### src/rtl/ymd_pkg.sv
// shared types, constants and crc function for the ymodem packet deframer
package ymd_pkg;

  localparam logic [7:0] MK_SOH = 8'h01;
  localparam logic [7:0] MK_STX = 8'h02;
  localparam logic [7:0] MK_EOT = 8'h04;
  localparam logic [7:0] MK_CAN = 8'h18;

  localparam logic [15:0] CRC_POLY = 16'h1021;
  localparam logic [7:0]  SEQ_SUM  = 8'hff;

  localparam logic [10:0] SHORT_LEN = 11'd128;
  localparam logic [10:0] LONG_LEN  = 11'd1024;

  localparam logic KIND_DATA   = 1'b0;
  localparam logic KIND_STATUS = 1'b1;

  localparam logic [2:0] ST_OK         = 3'd0;
  localparam logic [2:0] ST_EOT        = 3'd1;
  localparam logic [2:0] ST_CAN        = 3'd2;
  localparam logic [2:0] ST_BAD_MARKER = 3'd3;
  localparam logic [2:0] ST_BAD_HEADER = 3'd4;
  localparam logic [2:0] ST_BAD_CRC    = 3'd5;
  localparam logic [2:0] ST_TIMEOUT    = 3'd6;

  typedef struct packed {
    logic        kind;
    logic [7:0]  data_byte;
    logic [9:0]  byte_index;
    logic [2:0]  status;
    logic [7:0]  block_number;
    logic [10:0] packet_length;
  } res_t;

  // crc-16/xmodem, one byte, msb first
  function automatic logic [15:0] crc_step(input logic [15:0] crc, input logic [7:0] b);
    logic [15:0] c;
    c = crc ^ {b, 8'h00};
    for (int k = 0; k < 8; k++) begin
      if (c[15]) begin
        c = {c[14:0], 1'b0} ^ CRC_POLY;
      end else begin
        c = {c[14:0], 1'b0};
      end
    end
    return c;
  endfunction

endpackage

### src/rtl/ymd_in_if.sv
// input channel: received byte or timeout event
interface ymd_in_if;
  logic       valid;
  logic       ready;
  logic       action;
  logic [7:0] rx_byte;

  modport source (output valid, output action, output rx_byte, input ready);
  modport sink (input valid, input action, input rx_byte, output ready);
endinterface

### src/rtl/ymd_out_if.sv
// output channel: payload byte or packet status
interface ymd_out_if;
  logic        valid;
  logic        ready;
  logic        kind;
  logic [7:0]  data_byte;
  logic [9:0]  byte_index;
  logic [2:0]  status;
  logic [7:0]  block_number;
  logic [10:0] packet_length;

  modport source (output valid, output kind, output data_byte, output byte_index,
                  output status, output block_number, output packet_length,
                  input ready);
  modport sink (input valid, input kind, input data_byte, input byte_index,
                input status, input block_number, input packet_length,
                output ready);
endinterface

### src/rtl/ymd_frame.sv
// packet framing state machine with header and crc checks
module ymd_frame (
  input  logic              clk,
  input  logic              rst,
  input  logic              accept,
  input  logic              action,
  input  logic [7:0]        rx_byte,
  output logic              res_valid,
  output ymd_pkg::res_t     res
);

  typedef enum logic [2:0] {
    PH_MARKER    = 3'd0,
    PH_BLOCK     = 3'd1,
    PH_BLOCK_INV = 3'd2,
    PH_DATA      = 3'd3,
    PH_CRC_HI    = 3'd4,
    PH_CRC_LO    = 3'd5,
    PH_SKIP      = 3'd6
  } phase_t;

  phase_t      phase, phase_next;
  logic        long_packet, long_packet_next;
  logic [10:0] byte_count, byte_count_next;
  logic [7:0]  seq_number, seq_number_next;
  logic [7:0]  seq_complement, seq_complement_next;
  logic [15:0] crc_register, crc_register_next;
  logic [7:0]  crc_high_byte, crc_high_byte_next;

  logic [10:0] len;
  logic [10:0] count_inc;
  logic [7:0]  seq_sum;

  assign len       = long_packet ? ymd_pkg::LONG_LEN : ymd_pkg::SHORT_LEN;
  assign count_inc = byte_count + 11'd1;
  assign seq_sum   = seq_number + rx_byte;

  always_comb begin
    phase_next          = phase;
    long_packet_next    = long_packet;
    byte_count_next     = byte_count;
    seq_number_next     = seq_number;
    seq_complement_next = seq_complement;
    crc_register_next   = crc_register;
    crc_high_byte_next  = crc_high_byte;
    res_valid           = 1'b0;
    res                 = '0;
    res.kind            = ymd_pkg::KIND_STATUS;
    if (accept) begin
      if (action) begin
        res_valid  = 1'b1;
        res.status = ymd_pkg::ST_TIMEOUT;
        phase_next = PH_MARKER;
      end else begin
        unique case (phase)
          PH_BLOCK: begin
            seq_number_next = rx_byte;
            phase_next      = PH_BLOCK_INV;
          end
          PH_BLOCK_INV: begin
            seq_complement_next = rx_byte;
            byte_count_next     = '0;
            if (seq_sum != ymd_pkg::SEQ_SUM) begin
              phase_next = PH_SKIP;
            end else begin
              crc_register_next = '0;
              phase_next        = PH_DATA;
            end
          end
          PH_SKIP: begin
            byte_count_next = count_inc;
            if (count_inc >= len + 11'd2) begin
              res_valid  = 1'b1;
              res.status = ymd_pkg::ST_BAD_HEADER;
              phase_next = PH_MARKER;
            end
          end
          PH_DATA: begin
            res_valid         = 1'b1;
            res.kind          = ymd_pkg::KIND_DATA;
            res.data_byte     = rx_byte;
            res.byte_index    = byte_count[9:0];
            crc_register_next = ymd_pkg::crc_step(crc_register, rx_byte);
            byte_count_next   = count_inc;
            if (count_inc >= len) begin
              phase_next = PH_CRC_HI;
            end
          end
          PH_CRC_HI: begin
            crc_high_byte_next = rx_byte;
            phase_next         = PH_CRC_LO;
          end
          PH_CRC_LO: begin
            res_valid  = 1'b1;
            phase_next = PH_MARKER;
            if ({crc_high_byte, rx_byte} != crc_register) begin
              res.status = ymd_pkg::ST_BAD_CRC;
            end else begin
              res.status        = ymd_pkg::ST_OK;
              res.block_number  = seq_number;
              res.packet_length = len;
            end
          end
          default: begin
            phase_next = PH_MARKER;
            case (rx_byte)
              ymd_pkg::MK_EOT: begin
                res_valid  = 1'b1;
                res.status = ymd_pkg::ST_EOT;
              end
              ymd_pkg::MK_CAN: begin
                res_valid  = 1'b1;
                res.status = ymd_pkg::ST_CAN;
              end
              ymd_pkg::MK_SOH, ymd_pkg::MK_STX: begin
                long_packet_next = (rx_byte == ymd_pkg::MK_STX);
                byte_count_next  = '0;
                phase_next       = PH_BLOCK;
              end
              default: begin
                res_valid  = 1'b1;
                res.status = ymd_pkg::ST_BAD_MARKER;
              end
            endcase
          end
        endcase
      end
    end
  end

  always_ff @(posedge clk) begin
    if (rst) begin
      phase          <= PH_MARKER;
      long_packet    <= 1'b0;
      byte_count     <= '0;
      seq_number     <= '0;
      seq_complement <= '0;
      crc_register   <= '0;
      crc_high_byte  <= '0;
    end else begin
      phase          <= phase_next;
      long_packet    <= long_packet_next;
      byte_count     <= byte_count_next;
      seq_number     <= seq_number_next;
      seq_complement <= seq_complement_next;
      crc_register   <= crc_register_next;
      crc_high_byte  <= crc_high_byte_next;
    end
  end

endmodule

### src/rtl/ymd_skid.sv
// result register with skid stage
module ymd_skid (
  input  logic          clk,
  input  logic          rst,
  input  logic          push,
  input  ymd_pkg::res_t push_data,
  output logic          ready,
  output logic          out_valid,
  input  logic          out_ready,
  output ymd_pkg::res_t out_data
);

  logic          skid_valid;
  ymd_pkg::res_t skid_data;

  assign ready = !skid_valid;

  always_ff @(posedge clk) begin
    if (rst) begin
      out_valid  <= 1'b0;
      skid_valid <= 1'b0;
    end else if (!out_valid || out_ready) begin
      if (skid_valid) begin
        out_valid  <= 1'b1;
        skid_valid <= 1'b0;
      end else begin
        out_valid <= push;
      end
    end else if (push) begin
      skid_valid <= 1'b1;
    end
  end

  always_ff @(posedge clk) begin
    if (!out_valid || out_ready) begin
      out_data <= skid_valid ? skid_data : push_data;
    end else if (push) begin
      skid_data <= push_data;
    end
  end

endmodule

### src/rtl/ymodem_packet_deframer_crc16.sv
// top level of the ymodem packet deframer with crc-16 check
// din carries one event per transfer: action 0 with a received byte in
// rx_byte, or action 1 for a receive timeout. dout carries at most one
// result per input transfer: a payload byte with its index (kind 0) or a
// packet status (kind 1) with block number and length on a good packet.
// each event is handled in the cycle it is taken; its result is registered
// in the result register, or in the skid entry while dout stalls, before
// it appears on dout. the block takes one transfer every cycle while din
// ready is high. the rate is set by the byte-wide crc update in the framing
// stage, which sits between the input handshake and the result register.
// a result register plus one skid entry sit on the output side, so din
// keeps taking transfers while a result waits; when both are full, din
// ready drops until dout drains.
// synchronous reset returns the framer to waiting for a marker byte with
// crc and counters cleared, and empties the output stages.
module ymodem_packet_deframer_crc16 (
  input logic      clk,
  input logic      rst,
  ymd_in_if.sink   din,
  ymd_out_if.source dout
);

  logic          accept;
  logic          res_valid;
  logic          skid_ready;
  ymd_pkg::res_t res;
  ymd_pkg::res_t out_data;

  assign din.ready = skid_ready;
  assign accept    = din.valid && skid_ready;

  ymd_frame u_frame (
    .clk       (clk),
    .rst       (rst),
    .accept    (accept),
    .action    (din.action),
    .rx_byte   (din.rx_byte),
    .res_valid (res_valid),
    .res       (res)
  );

  ymd_skid u_skid (
    .clk       (clk),
    .rst       (rst),
    .push      (res_valid),
    .push_data (res),
    .ready     (skid_ready),
    .out_valid (dout.valid),
    .out_ready (dout.ready),
    .out_data  (out_data)
  );

  assign dout.kind          = out_data.kind;
  assign dout.data_byte     = out_data.data_byte;
  assign dout.byte_index    = out_data.byte_index;
  assign dout.status        = out_data.status;
  assign dout.block_number  = out_data.block_number;
  assign dout.packet_length = out_data.packet_length;

endmodule
### src/flat_wrapper.sv
// flat-port wrapper written by rule: the top's interface ports become plain ports
module ymodem_packet_deframer_crc16_flat 
  (clk, rst, din_valid, din_action, din_rx_byte, din_ready, dout_valid, dout_kind, dout_data_byte, dout_byte_index, dout_status, dout_block_number, dout_packet_length, dout_ready);
  ymd_in_if din_i ();
  ymd_out_if dout_i ();
  input logic clk;
  input logic rst;
  input wire logic [$bits(din_i.valid)-1:0] din_valid;
  input wire logic [$bits(din_i.action)-1:0] din_action;
  input wire logic [$bits(din_i.rx_byte)-1:0] din_rx_byte;
  output wire logic [$bits(din_i.ready)-1:0] din_ready;
  output wire logic [$bits(dout_i.valid)-1:0] dout_valid;
  output wire logic [$bits(dout_i.kind)-1:0] dout_kind;
  output wire logic [$bits(dout_i.data_byte)-1:0] dout_data_byte;
  output wire logic [$bits(dout_i.byte_index)-1:0] dout_byte_index;
  output wire logic [$bits(dout_i.status)-1:0] dout_status;
  output wire logic [$bits(dout_i.block_number)-1:0] dout_block_number;
  output wire logic [$bits(dout_i.packet_length)-1:0] dout_packet_length;
  input wire logic [$bits(dout_i.ready)-1:0] dout_ready;
  assign din_i.valid = din_valid;
  assign din_i.action = din_action;
  assign din_i.rx_byte = din_rx_byte;
  assign din_ready = din_i.ready;
  assign dout_valid = dout_i.valid;
  assign dout_kind = dout_i.kind;
  assign dout_data_byte = dout_i.data_byte;
  assign dout_byte_index = dout_i.byte_index;
  assign dout_status = dout_i.status;
  assign dout_block_number = dout_i.block_number;
  assign dout_packet_length = dout_i.packet_length;
  assign dout_i.ready = dout_ready;
  ymodem_packet_deframer_crc16 u_core (.clk(clk), .rst(rst), .din(din_i), .dout(dout_i));
endmodule
### config.mk
export PLATFORM = sky130hd
export DESIGN_NAME = ymodem_packet_deframer_crc16_flat
export DESIGN_NICKNAME = d
export VERILOG_FILES = /design/src/rtl/ymd_pkg.sv /design/src/rtl/ymd_in_if.sv /design/src/rtl/ymd_out_if.sv /design/src/rtl/ymd_frame.sv /design/src/rtl/ymd_skid.sv /design/src/rtl/ymodem_packet_deframer_crc16.sv /design/src/flat_wrapper.sv
export SDC_FILE = /design/constraint.sdc
export NUM_CORES = 1
export LEC_CHECK = 0
export BUFFER_PORTS_ARGS = -buffer_cell sky130_fd_sc_hd__buf_2
export CORE_MARGIN = 4
export CORE_UTILIZATION = 50
export CTS_CLUSTER_DIAMETER = 100
export CTS_CLUSTER_SIZE = 40
export DETAILED_ROUTE_END_ITERATION = 10
export GPL_TIMING_DRIVEN = 1
export PLACE_DENSITY = 0.69
export SLEW_MARGIN = 30
export SYNTH_ARGS = -nofsm -noshare
export SYNTH_HDL_FRONTEND = slang
export SYNTH_SLANG_ARGS = --single-unit
### constraint.sdc
create_clock -name clk -period 14.92 [get_ports clk]
set_input_delay 1.492 -clock clk [delete_from_list [all_inputs] [get_ports clk]]
set_output_delay 1.492 -clock clk [all_outputs]
set_load 0.05 [all_outputs]
---- Word level (Yosys, flattened, before mapping) ----
Index checks and enable logic that the tools add are counted.
operators by class
  divide/modulo/power cells ............... 0
  order comparisons ....................... 2
  add/sub/neg operators ................... 3
  bitwise logic cells ..................... 13
  muxes and demuxes ....................... 58
  reduce and logical (&&, ||, !) cells .... 21
  multipliers ............................. 0
  shift operators ......................... 0
  equality and inequality tests ........... 15
operator list
  cell                                            number
  2-to-1 mux 16 bit                               22
  2-to-1 mux 13 bit                               8
  2-to-1 mux 19 bit                               5
  2-to-1 mux 41 bit                               2
  case mux 11 bit (3 select lines)                1
  case mux 16 bit (2 select lines)                1
  inverter 3 bit                                  8
  >= comparator 11 bit                            2
  2-to-1 mux 11 bit                               2
  2-to-1 mux 3 bit                                7
  case mux 3 bit (6 select lines)                 1
  inequality test 16 bit                          1
  XOR 16 bit                                      1
  AND reduction 4 bit                             3
  adder 11 x 1 -> 11 bit (second input constant)  1
  adder 11 x 2 -> 11 bit (second input constant)  1
  == test 3 bit (second input constant)           3
  case mux 3 bit (3 select lines)                 1
  AND reduction 3 bit                             3
  adder 8 bit                                     1
  == test 8 x 1 -> 1 bit (second input constant)  1
  == test 8 x 2 -> 1 bit (second input constant)  1
  == test 8 x 3 -> 1 bit (second input constant)  1
  == test 8 x 5 -> 1 bit (second input constant)  1
  19 further kinds                                34
word-level totals
  output and inout bits ................... 43
  register bits ........................... 131
  logic and storage cells ................. 132
  bits in latches ......................... 0
  ROM bits ................................ 0
  RAM bits ................................ 0
  memories kept ........................... 0

---- Depth between registers and ports, before layout ----
  depth after elaboration ................. 39
  mapped depth ............................ 11
  depth with buffers taken out ............ 10

---- Hierarchy ----
A second synthesis with hierarchy kept.
second synthesis, totals
  cells, all modules ...................... 582
  area total of the unflattened synthesis .. 6,734.0 sq um
by module, submodules not included
  module                        times used  area an instance (sq um)  cells each
  ymd_frame                     1           3,498.4                   444
  ymd_skid                      1           3,229.3                   137
  ymodem_packet_deframer_crc16  1           6.3                       1

---- Worst setup path before layout ----
No wires, ideal clock.
  path type ............................... input -> register
  start ................................... in dout_ready
  end ..................................... reg u_core.u_skid.skid_data[10] in the netlist's numbering (enable)
  library setup time ...................... 0.468 ns
  arrival time ............................ 4.800 ns
  stages on the path ...................... 2
  path buffers ............................ 0
  slack ................................... 9.652 ns
  data required time ...................... 14.452 ns
  cells stage by stage .................... nand2b_1 -> nor3b_1
on the way
  cells in the longest elaborated chain, start to end .. 3
ends and longest elaborated chain
  element                        line                source
  start, declared                flat_wrapper.sv:19  input wire logic [$bits(dout_i.ready)-1:0] dout_ready;
  logical OR 1 bit               ymd_skid.sv:35      if (!out_valid || out_ready) begin
  inverter 1 bit (no line)       n/a
  AND reduction 2 bit (no line)  n/a
  end signal, assigned           ymd_skid.sv:38      skid_data <= push_data;
  end, declared                  ymd_skid.sv:14      ymd_pkg::res_t skid_data;
Every way passes these cells.
A chain may end at the register's enable or synchronous reset.

---- Final worst setup path ----
  start ................................... reg u_core.u_frame.byte_count[0]
  end ..................................... reg u_core.u_skid.skid_data[16] in the netlist's numbering (enable)
on the way
  cells in the longest elaborated chain, start to end .. 7
ends and longest elaborated chain
  element                          line              source
  start, declared                  ymd_frame.sv:24   logic [10:0] byte_count, byte_count_next;
  start signal, assigned           ymd_frame.sv:143  byte_count <= byte_count_next;
  adder 11 x 1 -> 11 bit           ymd_frame.sv:35   assign count_inc = byte_count + 11'd1;
  >= comparator 11 bit             ymd_frame.sv:72   if (count_inc >= len + 11'd2) begin
  2-to-1 mux 1 bit                 ymd_frame.sv:72
  case mux 1 bit (3 select lines)  ymd_frame.sv:55   unique case (phase)
  2-to-1 mux 1 bit                 ymd_frame.sv:50   if (action) begin
  2-to-1 mux 1 bit                 ymd_frame.sv:49   if (accept) begin
  AND reduction 2 bit (no line)    n/a
Every way passes these cells.

==> results by group <==
Run status
  • Outcome: finished, final reports clean

Timing
  • RSZ-0062 raised after global routing: false
  • Transition time of the tightest slew-check pin: 0.773 ns
  • Post-route setup TNS: 0 ns
  • Fin. max-slew vios: 0
  • Slew headroom: between 40% and 50%
  • Min Clock Period, post-route: 3.75 ns
  • Worst Skew: 0.00577 ns
  • Setup violators final: 0
  • F_max: around 270 MHz
  • Final Hold Viols: 0
  • Period utilisation layout: 25.2%

Die
  • Die height: about 110 um
  • Initial Utilization: 51.4%
  • Core area: 10,900 um2
  • Die W: roughly 110 um
  • # IOs: 56
  • Die Area: 12,900 um2
  • # rows: 38

Finish
  • Share of cells above drive strength 1: between 15 and 20%
  • Antenna Cells: 0
  • Area of the multi-input gates: 2420 um2
  • Fill count: just under 900
  • Area grow syn2layout: 13.6%
  • Final core occ: 58.3%
  • NumNets Final: 586
  • Register Area: just under 3000 um2

CTS
  • Root Driver: clkbuf_8
  • Htree depth: 4
  • Clk_lat worst skew: 0.52 ns
  • Max clock buf depth: 2
  • CTS resizes: 0
  • Cts-stage hold buffer count: 0
  • CTS buffer count: 17
  • CTS tree: done
  • # clock sinks: ~110
  • Post-CTS Setup Repair Bufs: 0
  • Clock slew at reported path FFs: about 0.05 ns

Drt
  • DR vias: 4,008
  • Residual DRC count: 0
  • DRT Wirelength: between 10,000 and 15,000 um
  • DR iter-0 viols: ~320
  • Routed WL per cell: ~17 um
  • ANT nets after route: 0
  • Drt pass-1 iters: 4
  • Avg Vias per Cell: ~5.6

Setup path
  • Cell with the largest stage delay on the worst path: nor3b_2
  • Worst setup SP type: flop
  • Required time worst endpoint: approximately 15 ns
  • Worst Setup Path Type: reg2reg
  • CP Cell Sequence: ha_1, nand3_1, nor4_1, xor2_1, ha_1, or2_2, a2111oi_2, o21ai_0, nor3b_2, buf_4
  • Worst setup EP type: flop
  • CP arrival: 3.94 ns
  • Buffers & Inverters on Critical Path: 1
  • Slowest Stage Delay on Critical Path: approximately 0.60 ns
  • Crit-path max FO: 25
  • Crit path max-delay family: simple AND/OR/NAND/NOR gates
  • Top cell by count, worst path: ha_1

Global route
  • First-pass GRT wire length: about 19,000 um
  • Initial antenna violation count: 0
  • Largest net degree at the start of global routing: 36
  • Total track usage: about a fifth
  • Vias in the first global route: ~3.8k
  • Grt ovf: 0

Yosys
  • Synth top area share: between 30 and 40%
  • Sequential-to-total area share from yosys stat: 51.9%
  • Most frequent cell after synthesis: edfxtp_1
  • Yosys reg bits: around 110
  • Count of different cell masters after synthesis: 61
  • Area leader, netlist: edfxtp_1
  • Synth top area cells: edfxtp_1, dfxtp_1, xor2_1
  • Syn avg cell area: approximately 11 um2
  • Synth Instances: between 500 and 600
  • Synth Flop Type: edfxtp_1
  • Warnings from Yosys: 0
  • Mapped Area: roughly 5600 um2
  • Asr flop ratio synth: 0%
  • EDFF count, synth: 64
  • Top cells by count, synth: edfxtp_1, dfxtp_1, nor2_1

Pwr
  • Worst vdd ir: around 0.000073 V
  • PD cells: around 120 nW/um2
  • Leakage: between 2 and 3 nW

Place
  • GPL Wtd Cong: ~0.89
  • Detailed placement HPWL: between 8000 and 9000 um
  • Port Buf Inserts: 46

Flow run
  • Max_cap viols: 0

Min path
  • Hold crit path type: reg2reg
-- cells by family (layout without fill, tap and decap cells) --
kind of cell             after synthesis  after routing  share of synthesized area (%)
AND/OR/NAND/NOR                      162            162                           15.0
other                                  1              9                         0.0670
AO/OA/AOI/OAI                        117            117                           14.5
adder cells (fa/ha/maj)               13             13                           3.04
multiplexers                          10             10                           1.79
buffers and inverters                 57             95                           5.44
flip-flops                           113            113                           51.9
XOR/XNOR                              53             53                           8.30
-- tightest hold or removal path, cell delays in order (launching register included) --
cell and delay, ns:
dfxtp_1 0.32, nand2_1 0.06, a21oi_1 0.05
-- cells in the final DEF (no fill, tap or decap), types with 16 or more instances in the layout --
master     netlist  layout
a21o_1          32      32
a21oi_1         28      28
a22o_1          16      16
and2_1          22      22
buf_2            1      46
clkbuf_16        0      16
dfxtp_1         49      48
edfxtp_1        64      64
nand2_1         26      26
nand3_1         18      18
nor2_1          44      44
xnor2_1         18      18
xor2_1          35      35
-- routing by layer --
metal | GRT usage (%) | share of wire (%) | wire length (um)
met3 | 4.72 | 5.0 | 595
met4 | 8.49 | 2.0 | 241
met2 | 29.1 | 47 | 5600
met1 | 25.9 | 46 | 5490
met5 | 0 | 0 | 0
-- final timing paths --
| path | from | to | slack [ns] | cells after the start |
|---|---|---|---|---|
| setup reg to reg | u_core.u_frame.byte_count[0]$_SDFFE_PP0P_ | u_core.u_skid.skid_data[16]$_DFFE_PP_ | 11.17 | 10 |
| hold / removal | u_core.u_frame.crc_high_byte[2]$_SDFFE_PP0P_ | u_core.u_frame.crc_high_byte[2]$_SDFFE_PP0P_ | 0.48 | 2 |
| setup / recovery | u_core.u_frame.byte_count[0]$_SDFFE_PP0P_ | u_core.u_skid.skid_data[16]$_DFFE_PP_ | 11.17 | 10 |
| hold reg to reg | u_core.u_frame.crc_high_byte[2]$_SDFFE_PP0P_ | u_core.u_frame.crc_high_byte[2]$_SDFFE_PP0P_ | 0.48 | 2 |
-- through the flow --
stage               instance area (um2)  total power [mW]  cells  hold slack (ns)  setup WS [ns]
CTS                                6350             0.766    712            0.480          11.17
global route                       6350             0.784    712            0.497          10.78
floorplan                          5620             0.387    534            0.448           9.65
global placement                   5810             0.396    681            0.462          11.01
finish                             6350             0.762    712            0.479          11.17
detailed placement                 5810             0.397    681            0.473          10.84
-- area by class of cell --
type                            count  area share (%)
Inverter                           14           0.827
Clock inverter                     12            1.85
Tap cell                          140            2.76
Sequential cell                   113            45.7
Clock buffer                       19            6.64
Multi-Input combinational cell    364            38.1
Timing Repair Buffer               50            4.10
-- registers in the layout, summed over array words and instances, names as in the netlist --
signal and count:
u_core.u_frame.phase 3, u_core.u_frame.long_packet 1, u_core.u_frame.seq_number 8, u_core.u_frame.crc_high_byte 8
u_core.u_skid.out_data 32, u_core.u_skid.skid_data 32, u_core.u_frame.crc_register 16, u_core.u_skid.skid_valid 1
u_core.u_frame.byte_count 11, u_core.u_skid.out_valid 1
-- power by group --
group | total, mW | leakage [nW] | internal (mW) | switching, mW
logic | 0.0547 | 1.57 | 0.0122 | 0.0425
clock network | 0.371 | 0.265 | 0.234 | 0.137
registers | 0.336 | 1.08 | 0.334 | 0.00203
Note: power is estimated with default switching activity, not from simulation.
